==> config.mk <==
export PLATFORM = sky130hd
export DESIGN_NAME = utf8_letter_bigram_event_extractor
export DESIGN_NICKNAME = d
export VERILOG_FILES = /design/src/rtl/ulbe_pkg.sv /design/src/rtl/ulbe_decode.sv /design/src/rtl/utf8_letter_bigram_event_extractor.sv
export VERILOG_INCLUDE_DIRS = /design/src /design/src/rtl
export SDC_FILE = /design/constraint.sdc
export NUM_CORES = 1
export LEC_CHECK = 0
export ABC_CLOCK_PERIOD_IN_PS = 6740
export BUFFER_PORTS_ARGS = -buffer_cell sky130_fd_sc_hd__buf_4
export CORE_MARGIN = 4
export CORE_UTILIZATION = 55
export CTS_BUF_LIST = sky130_fd_sc_hd__clkbuf_4 sky130_fd_sc_hd__clkbuf_8 sky130_fd_sc_hd__clkbuf_16
export DETAILED_ROUTE_END_ITERATION = 10
export PLACE_DENSITY_LB_ADDON = 0.08
export SYNTH_ARGS = -nofsm -noshare
export SYNTH_HDL_FRONTEND = slang
export SYNTH_SLANG_ARGS = --single-unit
==> constraint.sdc <==
create_clock -name i_clk -period 6.74 [get_ports i_clk]
set_input_delay 0.337 -clock i_clk [delete_from_list [all_inputs] [get_ports i_clk]]
set_output_delay 0.337 -clock i_clk [all_outputs]
set_load 0.02 [all_outputs]
==> src/rtl/utf8_letter_bigram_event_extractor_assert.svh <==
// assertion macros for the utf8 letter bigram event extractor
`ifndef UTF8_LETTER_BIGRAM_EVENT_EXTRACTOR_ASSERT_SVH
`define UTF8_LETTER_BIGRAM_EVENT_EXTRACTOR_ASSERT_SVH

// same-cycle implication, sampled on i_clk, off during reset
`define ULBE_ASSERT_IMP(lbl, ante, cons, msg) \
    lbl: assert property (@(posedge i_clk) disable iff (!i_rst_n) (ante) |-> (cons)) \
        else $error(msg);

// next-cycle implication, sampled on i_clk, off during reset
`define ULBE_ASSERT_NEXT(lbl, ante, cons, msg) \
    lbl: assert property (@(posedge i_clk) disable iff (!i_rst_n) (ante) |=> (cons)) \
        else $error(msg);

`endif

==> src/rtl/ulbe_pkg.sv <==
// shared types and constants for the utf8 letter bigram event extractor
package ulbe_pkg;

    localparam int POINT_W = 21;
    localparam int BYTE_W  = 8;
    localparam int LEFT_W  = 2;
    localparam int APB_DW  = 32;
    localparam int APB_AW  = 3;

    localparam logic [POINT_W-1:0] LETTER_LOW_RST  = 21'h00AC00;
    localparam logic [POINT_W-1:0] LETTER_HIGH_RST = 21'h00D7A3;

    typedef enum logic {
        KIND_DATA  = 1'b0,
        KIND_FLUSH = 1'b1
    } t_item_kind;

    typedef enum logic [1:0] {
        EV_START = 2'd0,
        EV_PAIR  = 2'd1,
        EV_END   = 2'd2
    } t_event_kind;

    typedef enum logic {
        REG_LETTER_LOW  = 1'b0,
        REG_LETTER_HIGH = 1'b1
    } t_reg_idx;

    // result of decoding one byte against the sequence state
    typedef struct packed {
        logic               done;
        logic               valid;
        logic [POINT_W-1:0] point;
        logic [POINT_W-1:0] partial_n;
        logic [LEFT_W-1:0]  left_n;
    } t_dec_out;

endpackage

==> src/rtl/ulbe_decode.sv <==
// utf8 sequence decoder: folds one byte into the partial code point
module ulbe_decode
    import ulbe_pkg::*;
(
    input  logic               i_flush,
    input  logic [BYTE_W-1:0]  i_byte,
    input  logic [POINT_W-1:0] i_partial,
    input  logic [LEFT_W-1:0]  i_left,
    output t_dec_out           o_dec
);

    logic [POINT_W-1:0] shifted;

    assign shifted = {i_partial[POINT_W-7:0], i_byte[5:0]};

    always_comb begin
        o_dec.done      = 1'b0;
        o_dec.valid     = 1'b0;
        o_dec.point     = '0;
        o_dec.partial_n = i_partial;
        o_dec.left_n    = i_left;
        if (i_flush) begin
            o_dec.partial_n = '0;
            o_dec.left_n    = '0;
        end else if (i_left != '0) begin
            // continuation bytes are taken as they come, top bits unchecked
            o_dec.left_n = i_left - 2'd1;
            if (i_left == 2'd1) begin
                o_dec.done      = 1'b1;
                o_dec.valid     = 1'b1;
                o_dec.point     = shifted;
                o_dec.partial_n = '0;
            end else begin
                o_dec.partial_n = shifted;
            end
        end else if (!i_byte[7]) begin
            o_dec.done  = 1'b1;
            o_dec.valid = 1'b1;
            o_dec.point = {{(POINT_W-BYTE_W){1'b0}}, i_byte};
        end else if (i_byte[7:5] == 3'b110) begin
            o_dec.partial_n = {{(POINT_W-5){1'b0}}, i_byte[4:0]};
            o_dec.left_n    = 2'd1;
        end else if (i_byte[7:4] == 4'b1110) begin
            o_dec.partial_n = {{(POINT_W-4){1'b0}}, i_byte[3:0]};
            o_dec.left_n    = 2'd2;
        end else if (i_byte[7:3] == 5'b11110) begin
            o_dec.partial_n = {{(POINT_W-3){1'b0}}, i_byte[2:0]};
            o_dec.left_n    = 2'd3;
        end else begin
            // stray continuation or over-long lead: one invalid character
            o_dec.done = 1'b1;
        end
    end

endmodule

==> src/rtl/utf8_letter_bigram_event_extractor.sv <==
// Takes one UTF-8 byte (or a flush) per transfer and emits word start, letter pair and word
// end events for code points inside the configured letter range. One item can be accepted
// every cycle while o_in_stall is low. An item passes through an input register and then a
// result register on its way to o_out_valid. While an event waits in the result register
// under i_out_stall, an item held in the input register stalls the input. The rate is set
// by the single-pass decode and range compare between those registers. Items that close no
// character, other than a flush, produce no result. The letter range registers sit at byte
// addresses 0 (low) and 4 (high) and reset to 0xAC00..0xD7A3.
module utf8_letter_bigram_event_extractor
    import ulbe_pkg::*;
(
    input  logic               i_clk,
    input  logic               i_rst_n,
    input  logic               i_in_valid,
    output logic               o_in_stall,
    input  logic               i_kind,
    input  logic [BYTE_W-1:0]  i_data_byte,
    output logic               o_out_valid,
    input  logic               i_out_stall,
    output logic [1:0]         o_event_kind,
    output logic [POINT_W-1:0] o_from_point,
    output logic [POINT_W-1:0] o_to_point,
    input  logic               psel,
    input  logic               penable,
    input  logic               pwrite,
    input  logic [APB_AW-1:0]  paddr,
    input  logic [APB_DW-1:0]  pwdata,
    output logic [APB_DW-1:0]  prdata,
    output logic               pready
);

`include "utf8_letter_bigram_event_extractor_assert.svh"

    logic [POINT_W-1:0] r_letter_low;
    logic [POINT_W-1:0] r_letter_high;
    logic               cfg_write;
    t_reg_idx           reg_idx;

    logic               r_in_valid;
    logic               r_in_kind;
    logic [BYTE_W-1:0]  r_in_byte;

    logic [POINT_W-1:0] r_partial;
    logic [LEFT_W-1:0]  r_left;
    logic [POINT_W-1:0] r_prev;
    logic               r_in_word;
    logic [POINT_W-1:0] n_prev;
    logic               n_in_word;

    logic               r_out_valid;
    t_event_kind        r_event_kind;
    logic [POINT_W-1:0] r_from;
    logic [POINT_W-1:0] r_to;
    logic               n_emit;
    t_event_kind        n_event_kind;
    logic [POINT_W-1:0] n_from;
    logic [POINT_W-1:0] n_to;

    logic               out_free;
    logic               advance;
    logic               is_flush;
    logic               is_letter;
    logic               ends_char;
    t_dec_out           dec;

    // configuration port
    assign pready    = 1'b1;
    assign cfg_write = psel && penable && pwrite;
    assign reg_idx   = t_reg_idx'(paddr[2]);

    always_comb begin
        unique case (reg_idx)
            REG_LETTER_LOW:  prdata = {{(APB_DW-POINT_W){1'b0}}, r_letter_low};
            REG_LETTER_HIGH: prdata = {{(APB_DW-POINT_W){1'b0}}, r_letter_high};
            default:         prdata = '0;
        endcase
    end

    always_ff @(posedge i_clk) begin
        if (!i_rst_n) begin
            r_letter_low  <= LETTER_LOW_RST;
            r_letter_high <= LETTER_HIGH_RST;
        end else if (cfg_write) begin
            unique case (reg_idx)
                REG_LETTER_LOW:  r_letter_low  <= pwdata[POINT_W-1:0];
                REG_LETTER_HIGH: r_letter_high <= pwdata[POINT_W-1:0];
                default: ;
            endcase
        end
    end

    // handshake: the held item moves on whenever the result register can take a result
    assign out_free   = !r_out_valid || !i_out_stall;
    assign advance    = r_in_valid && out_free;
    assign o_in_stall = r_in_valid && !out_free;

    always_ff @(posedge i_clk) begin
        if (!i_rst_n) begin
            r_in_valid <= 1'b0;
        end else if (!o_in_stall) begin
            r_in_valid <= i_in_valid;
        end
    end

    always_ff @(posedge i_clk) begin
        if (!o_in_stall && i_in_valid) begin
            r_in_kind <= i_kind;
            r_in_byte <= i_data_byte;
        end
    end

    assign is_flush = (t_item_kind'(r_in_kind) == KIND_FLUSH);

    ulbe_decode u_decode (
        .i_flush   (is_flush),
        .i_byte    (r_in_byte),
        .i_partial (r_partial),
        .i_left    (r_left),
        .o_dec     (dec)
    );

    assign is_letter = dec.done && dec.valid &&
                       (dec.point >= r_letter_low) && (dec.point <= r_letter_high);
    // anything that is not a letter but finishes a character, or a flush, closes the word
    assign ends_char = is_flush || dec.done;

    always_comb begin
        n_emit       = 1'b0;
        n_event_kind = EV_END;
        n_from       = '0;
        n_to         = '0;
        n_prev       = r_prev;
        n_in_word    = r_in_word;
        if (is_letter) begin
            n_emit       = 1'b1;
            n_event_kind = r_in_word ? EV_PAIR : EV_START;
            n_from       = r_in_word ? r_prev : '0;
            n_to         = dec.point;
            n_prev       = dec.point;
            n_in_word    = 1'b1;
        end else if (ends_char && r_in_word) begin
            n_emit       = 1'b1;
            n_event_kind = EV_END;
            n_from       = r_prev;
            n_prev       = '0;
            n_in_word    = 1'b0;
        end
    end

    always_ff @(posedge i_clk) begin
        if (!i_rst_n) begin
            r_partial <= '0;
            r_left    <= '0;
            r_prev    <= '0;
            r_in_word <= 1'b0;
        end else if (advance) begin
            r_partial <= dec.partial_n;
            r_left    <= dec.left_n;
            r_prev    <= n_prev;
            r_in_word <= n_in_word;
        end
    end

    always_ff @(posedge i_clk) begin
        if (!i_rst_n) begin
            r_out_valid <= 1'b0;
        end else if (out_free) begin
            r_out_valid <= advance && n_emit;
        end
    end

    always_ff @(posedge i_clk) begin
        if (advance && n_emit) begin
            r_event_kind <= n_event_kind;
            r_from       <= n_from;
            r_to         <= n_to;
        end
    end

    assign o_out_valid  = r_out_valid;
    assign o_event_kind = r_event_kind;
    assign o_from_point = r_from;
    assign o_to_point   = r_to;

    `ULBE_ASSERT_IMP(a_start_no_from, r_out_valid && r_event_kind == EV_START,
        r_from == '0, "start event carries a previous letter")
    `ULBE_ASSERT_IMP(a_end_no_to, r_out_valid && r_event_kind == EV_END,
        r_to == '0, "end event carries a current letter")
    `ULBE_ASSERT_IMP(a_prev_cleared, !r_in_word,
        r_prev == '0, "previous letter kept outside a word")
    `ULBE_ASSERT_NEXT(a_flush_resets, advance && is_flush,
        r_left == '0 && r_partial == '0 && !r_in_word, "flush left decode or word state behind")

endmodule
==> out/results.tsv, run 1 <==
stage	metric	value	unit
logic_synthesis	ys_types	48	
min_path	hold_path.class	input pin to register	
logic_synthesis	syn_inst	668	
timing	skew	0.00884	ns
logic_synthesis	yosysWarningCount	0	
final_layout	drive_gt1_share	19.8	%
die	core.rowCount	39	
timing	post-route-worst-setup-slack	1.97	ns
final_layout	layout.cells.non_filler	917	
routing	vias_per_cell	5.49	
cts	clk_transition_reported_paths	0.06	ns
timing	min_period	4.77	ns
status	status	finished, final reports clean	
logic_synthesis	dominantRegCellSynth	dfxtp_1	
placement	port-buffer-count	104	
global_routing	track_usage	22.4	%
setup_path	critPathMaxStageDelay	1.00	ns
timing	finalHoldViolCount	0	
placement	place_area	0.00717	mm^2
logic_synthesis	synth_common_cells	nand2_1, dfxtp_1, a21oi_1, edfxtp_1, inv_1	
timing	setup_tns	0	ns
die	die_h	116	um
placement	gp_congestion	0.817	
setup_path	start_kind	register	
routing	post_drt_wl_per_cell	15.9	um
cts	ctsHoldBuffers	0	
routing	dr.pass1.iters	5	
final_layout	diodes	0	
pwr	leakage	0.00317	uW
cts	cts_tree	done	
die	core_area	0.0114	mm^2
global_routing	antenna_found_initial	0	
logic_synthesis	synth.avg_cell_area	9.54	um^2
logic_synthesis	async_flop_share	0	%
setup_path	reg2reg_from	r_left[0]	
cts	ctsResizeCount	0	
setup_path	cp-startpoint	r_left[0]	
pwr	ir_worst_vdd	0.131	mV
logic_synthesis	synth_top_area_share	26.1	%
die	die_area	0.0134	mm^2
setup_path	crit_required	6.84	ns
pwr	powerDensity	244	mW/mm^2
routing	routed_wl	14.6	mm
routing	routed-via-count	5038	
global_routing	grt_pass1_vias	4858	
setup_path	crit_fanout	44	
logic_synthesis	postSynthRegisterBits	136	
timing	fmax	210	MHz
setup_path	path_buf_inv	2	
placement	dp_hpwl	10.5	mm
final_layout	final_cell_area	0.00775	mm^2
logic_synthesis	yosys-top-cells-area	dfxtp_1, edfxtp_1, ha_1, nand2_1, a21oi_1	
logic_synthesis	netlist_area	0.00637	mm^2
placement	place_ws	2.03	ns
setup_path	path_delay_family	simple AND/OR/NAND/NOR gates	
timing	setup_viol	0	
setup_path	end_kind	register	
cts	cts.htree.levels	4	
timing	maxSlewViolCount	0	
min_path	worstHoldStart	i_data_byte[1]	
cts	root_buffer	clkbuf_16	
cts	cts_setup_buffers	0	
routing	drt_iter0_markers	263	
timing	fin_crit_sh	70.7	%
timing	rsz0062_at_grt	false	
timing	relSlewSlack	15.8	%
die	die_w	116	um
setup_path	crit_type	register to register	
global_routing	grt-ovfl-total	0	
final_layout	area_growth	21.6	%
final_layout	fin_util	68.2	%
timing	worst_pin_slew	1.25	ns
die	ios	130	
logic_synthesis	yosys.area.top_type	dfxtp_1	
placement	dp.cells	885	
logic_synthesis	synth_most_common_cell	nand2_1	
routing	drc	0	
cts	clk_latency	0.41	ns
global_routing	grt_first_pass_wirelength	23.4	mm
final_layout	nNetsFinal	854	
cts	cts_buffers	17	
global_routing	grt_max_degree	50	
die	initial_core_util	56.1	%
logic_synthesis	synth_edf_count	53	
cts	cts_sinks	136	
setup_path	arrival	4.87	ns
routing	ant_nets	0	
setup_path	crit_chain	inv_4 -> nor3_1 -> and2_1 -> ha_1 -> nand4_1 -> nor4_1 -> o31ai_1 -> nand3_2 -> nor2_2 -> o21ai_2 -> a21oi_4 -> buf_4	
cts	cts.path.max_buffers	2	
logic_synthesis	yosysSeqAreaShare	51.0	%
setup_path	crit_slowest_cell	nor3_1	
job	cap_violations	0	
==> stage by stage <==
step | hold slack [ns] | power [uW]
floorplan | 0.436 | 970
detailed placement | 0.449 | 1010
global route | 0.0867 | 1950
finish | 0.101 | 1890
global placement | 0.442 | 1010
CTS | 0.0849 | 1900
==> sequential cells by signal, indices dropped and copies added (netlist names), 2 cells and up <==
| register | cells |
|---|---|
| r_in_byte | 8 |
| r_left | 2 |
| r_letter_high | 21 |
| o_to_point | 21 |
| r_prev | 21 |
| r_letter_low | 21 |
| r_partial | 15 |
| o_event_kind | 2 |
| o_from_point | 21 |
==> worst paths after layout <==
check,to,slack (ns),cells past startpoint
worst max-delay path,o_to_point[16],1.97,12
worst min-delay path,r_in_byte[1],0.10,1
worst max register to register,o_to_point[16],1.97,12
worst min register to register,r_letter_low[1],0.45,2
==> cell families (layout without fill, tap and decap cells) <==
logic type	Yosys count	in the layout	share of synthesized area, %
other	2	12	0.118
buffers and inverters	98	194	7.09
adders and majority gates	42	42	8.24
AOI/OAI and AO/OA	145	145	14.9
DFF	136	136	51.0
and+or+nand+nor	244	244	18.4
muxes	1	1	0.177
==> where the power goes <==
part	switching, uW	leakage, uW	internal (uW)
clock network	358	0.000276	536
registers	13.1	0.00112	862
logic	76.7	0.00178	47.2
==> layout by cell type, fill, tap and decap left out, types with 3 or more instances in the layout <==
cell type   count
clkbuf_16      17
nand3_1        16
a22oi_1         9
nor2_1         29
and2_1         41
dfxtp_1        83
inv_1          51
and3_1          3
clkinvlp_4      3
and2b_1        10
inv_6           3
nor4_1          3
a21oi_1        52
a22o_1         21
o21ai_0        25
nor2b_1         6
buf_4         109
nor3_1          4
ha_1           42
a21o_1          4
nand2b_1        4
conb_1         12
edfxtp_1       53
o211ai_1       14
nand2_1       111
nand4_1        11
a31oi_1         3
==> area by class of cell <==
class | instances | area, um^2
timing repair buffer | 109 | 818
inverter | 53 | 201
tap | 143 | 179
multi-input combinational | 444 | 2720
clock buffer | 20 | 460
clock inverter | 12 | 116
sequential | 136 | 3250
fill | 895 | 3620
==> routing by layer <==
| metal | GRT usage (%) | share of wire (%) | vias to the layer above | wire length [um] |
|---|---|---|---|---|
| li1 | - | - | 2472 | - |
| met1 | 29.3 | 44 | 2356 | 6440 |
| met2 | 37.2 | 48 | 185 | 7010 |
| met3 | 4.70 | 6.2 | 25 | 913 |
| met4 | 8.12 | 1.8 | 0 | 262 |
| met5 | 0 | 0 | - | 0 |
No activity file was read; power rests on OpenSTA's default activity.
==> run 2, diff against run 1 <==
--- a/config.mk
+++ b/config.mk
@@ -6,7 +6,7 @@
 export SDC_FILE = /design/constraint.sdc
 export NUM_CORES = 1
 export LEC_CHECK = 0
-export ABC_CLOCK_PERIOD_IN_PS = 6740
+export ABC_CLOCK_PERIOD_IN_PS = 5000
 export BUFFER_PORTS_ARGS = -buffer_cell sky130_fd_sc_hd__buf_4
 export CORE_MARGIN = 4
 export CORE_UTILIZATION = 55
==> constraint.sdc (replaced) <==
create_clock -name i_clk -period 5 [get_ports i_clk]
set_input_delay 0.25 -clock i_clk [delete_from_list [all_inputs] [get_ports i_clk]]
set_output_delay 0.25 -clock i_clk [all_outputs]
set_load 0.02 [all_outputs]
==> out/results.tsv, run 2 (same netlist as run 1, synthesis figures left out) <==
stage	metric	value	unit	change
job	cap_violations	0		unchanged
setup_path	crit_slowest_cell	dfxtp_1		
global_routing	grt_first_pass_wirelength	24.1	mm	+3.0%
routing	ant_nets	0		unchanged
final_layout	area_growth	21.9	%	
pwr	ir_worst_vdd	0.186	mV	+42%
final_layout	nFillCells	930		+3.9%
setup_path	start_kind	register		
cts	root_buffer	clkbuf_16		
timing	finalHoldViolCount	0		unchanged
pwr	powerDensity	331	mW/mm^2	+35%
timing	worst_pin_slew	1.04	ns	-0.214 ns
routing	drc	0		unchanged
final_layout	multiInputGateArea	0.00272	mm^2	unchanged
pwr	p_sw_share	24.8	%	+1.2 points
min_path	worstHoldStart	i_kind		
final_layout	drive_gt1_share	20.1	%	+0.34 points
pwr	leakage	0.00319	uW	+0.38%
cts	clk_transition_reported_paths	0.07	ns	about the same
setup_path	path_buf_inv	3		+1
die	initial_core_util	56.1	%	unchanged
placement	port-buffer-count	104		unchanged
timing	fmax	276	MHz	+31%
die	die_w	116	um	unchanged
global_routing	track_usage	23.0	%	+0.53 points
final_layout	ff_latch_area	0.00325	mm^2	unchanged
routing	routed-via-count	4989		-0.97%
routing	post_drt_wl_per_cell	16.3	um	+2.4%
die	ios	130		unchanged
pwr	pwr-share-clk	47.5	%	+0.3 points
setup_path	arrival	3.79	ns	-1.08 ns
setup_path	worst_r2r_endpoint	o_to_point[18]		
timing	fin_crit_sh	72.5	%	+1.8 points
cts	cts.htree.levels	4		unchanged
global_routing	grt_pass1_vias	4896		+0.78%
die	core.rowCount	39		unchanged
cts	ctsResizeCount	0		unchanged
global_routing	antenna_found_initial	0		unchanged
setup_path	rrSetupSlack	1.37	ns	-0.60 ns
pwr	p_switching	638	uW	+42%
cts	clk_latency	0.41	ns	about the same
min_path	hold_path.class	input pin to register		
timing	min_period	3.63	ns	-1.14 ns
timing	skew	0.0134	ns	+0.00458 ns
routing	dr.pass1.iters	5		unchanged
setup_path	cp_common_cell	buf_4		
cts	cts_buffers	17		unchanged
placement	gp_congestion	0.836		+2.4%
timing	maxSlewViolCount	0		unchanged
pwr	intPower	1930	uW	+34%
status	status	finished, final reports clean		
cts	ctsHoldBuffers	0		unchanged
setup_path	crit_required	5.16	ns	-1.68 ns
min_path	min_to	is_flush		
setup_path	crit_type	register to register		
min_path	whs_path_depth	1		unchanged
pwr	p_comb_share	6.6	%	about the same
setup_path	path_delay_family	simple AND/OR/NAND/NOR gates		
die	die_area	0.0134	mm^2	unchanged
setup_path	crit_fanout	18		-59%
die	core_area	0.0114	mm^2	unchanged
routing	routed_wl	15.0	mm	+2.6%
setup_path	critPathMaxStageDelay	0.54	ns	-0.46 ns
routing	drt_iter0_markers	258		-1.9%
cts	cts_tree	done		
cts	cts_setup_buffers	0		unchanged
routing	vias_per_cell	5.43		-1.2%
setup_path	end_kind	register		
placement	dp_hpwl	10.6	mm	+0.67%
final_layout	nNetsFinal	856		+0.23%
pwr	seqPwrFrac	45.9	%	-0.3 points
global_routing	grt_max_degree	50		unchanged
timing	rsz0062_at_grt	false		
setup_path	crit_chain	inv_4 -> nor3_1 -> buf_4 -> and2_1 -> ha_1 -> nand4_1 -> nor4_1 -> o31ai_1 -> nand3_2 -> nor2_2 -> o21ai_2 -> buf_4 -> and2b_1		
pwr	finalPower	2570	uW	+36%
final_layout	fin_util	68.3	%	+0.17 points
setup_path	reg2reg_from	r_left[0]		
cts	cts.path.max_buffers	2		unchanged
timing	setup_tns	0	ns	unchanged
timing	relSlewSlack	30.6	%	+15 points
die	die_h	116	um	unchanged
final_layout	diodes	0		unchanged
cts	cts_sinks	136		unchanged
timing	setup_viol	0		unchanged
final_layout	final_cell_mix	nand2_1, buf_4, dfxtp_1		
global_routing	grt-ovfl-total	0		unchanged
setup_path	ff2ff_path_depth	13		+1
run 2: layout make-up:
class,instances,area share [%]
clock buffers,17,5.48
clock inverters,15,2.00
inverters,53,2.59
multi-input cells,444,35.0
flip-flops and latches,136,41.9
well taps,143,2.30
repair buffers,111,10.7
run 2: how the worst max path moves through the flow:
| stage | startpoint | cells past startpoint | slack [ns] | end |
|---|---|---|---|---|
| 2_1_floorplan | is_flush | 13 | 0.91 | o_event_kind[0] |
| 3_3_place_gp | r_left[0] | 13 | 1.55 | o_to_point[2] |
| 3_5_place_dp | r_left[0] | 13 | 1.41 | o_to_point[17] |
| 4_1_cts | r_left[0] | 13 | 1.37 | o_to_point[18] |
| 5_1_grt | r_left[0] | 13 | 1.12 | o_to_point[18] |
| 6_report | r_left[0] | 13 | 1.37 | o_to_point[18] |
run 2: stage by stage:
step           std cells  hold slack, ns  setup slack (ns)  area, um^2
3_3_place_gp         887           0.430              1.55        7190
4_1_cts              919         0.00684              1.37        7770
3_5_place_dp         887           0.430              1.41        7190
6_report             919          0.0159              1.37        7770
2_1_floorplan        678           0.349             0.907        6410
5_1_grt              919         0.00521              1.12        7770
run 2: layer usage:
layer	vias to the layer above	track usage (%)	share of wire, %
met4	0	6.19	1.1
met5	-	0	0
met2	138	39.4	50
li1	2480	-	-
met3	15	4.13	4.9
met1	2356	30.2	44
run 2: power by group through the flow:
stage                     Combinational [uW]  Sequential (uW)  Clock (uW)
after floorplan                          113             1190           0
after global placement                   160             1200           0
after detailed placement                 163             1200           0
after CTS                                167             1180        1240
after global routing                     184             1180        1300
final                                    168             1180        1220
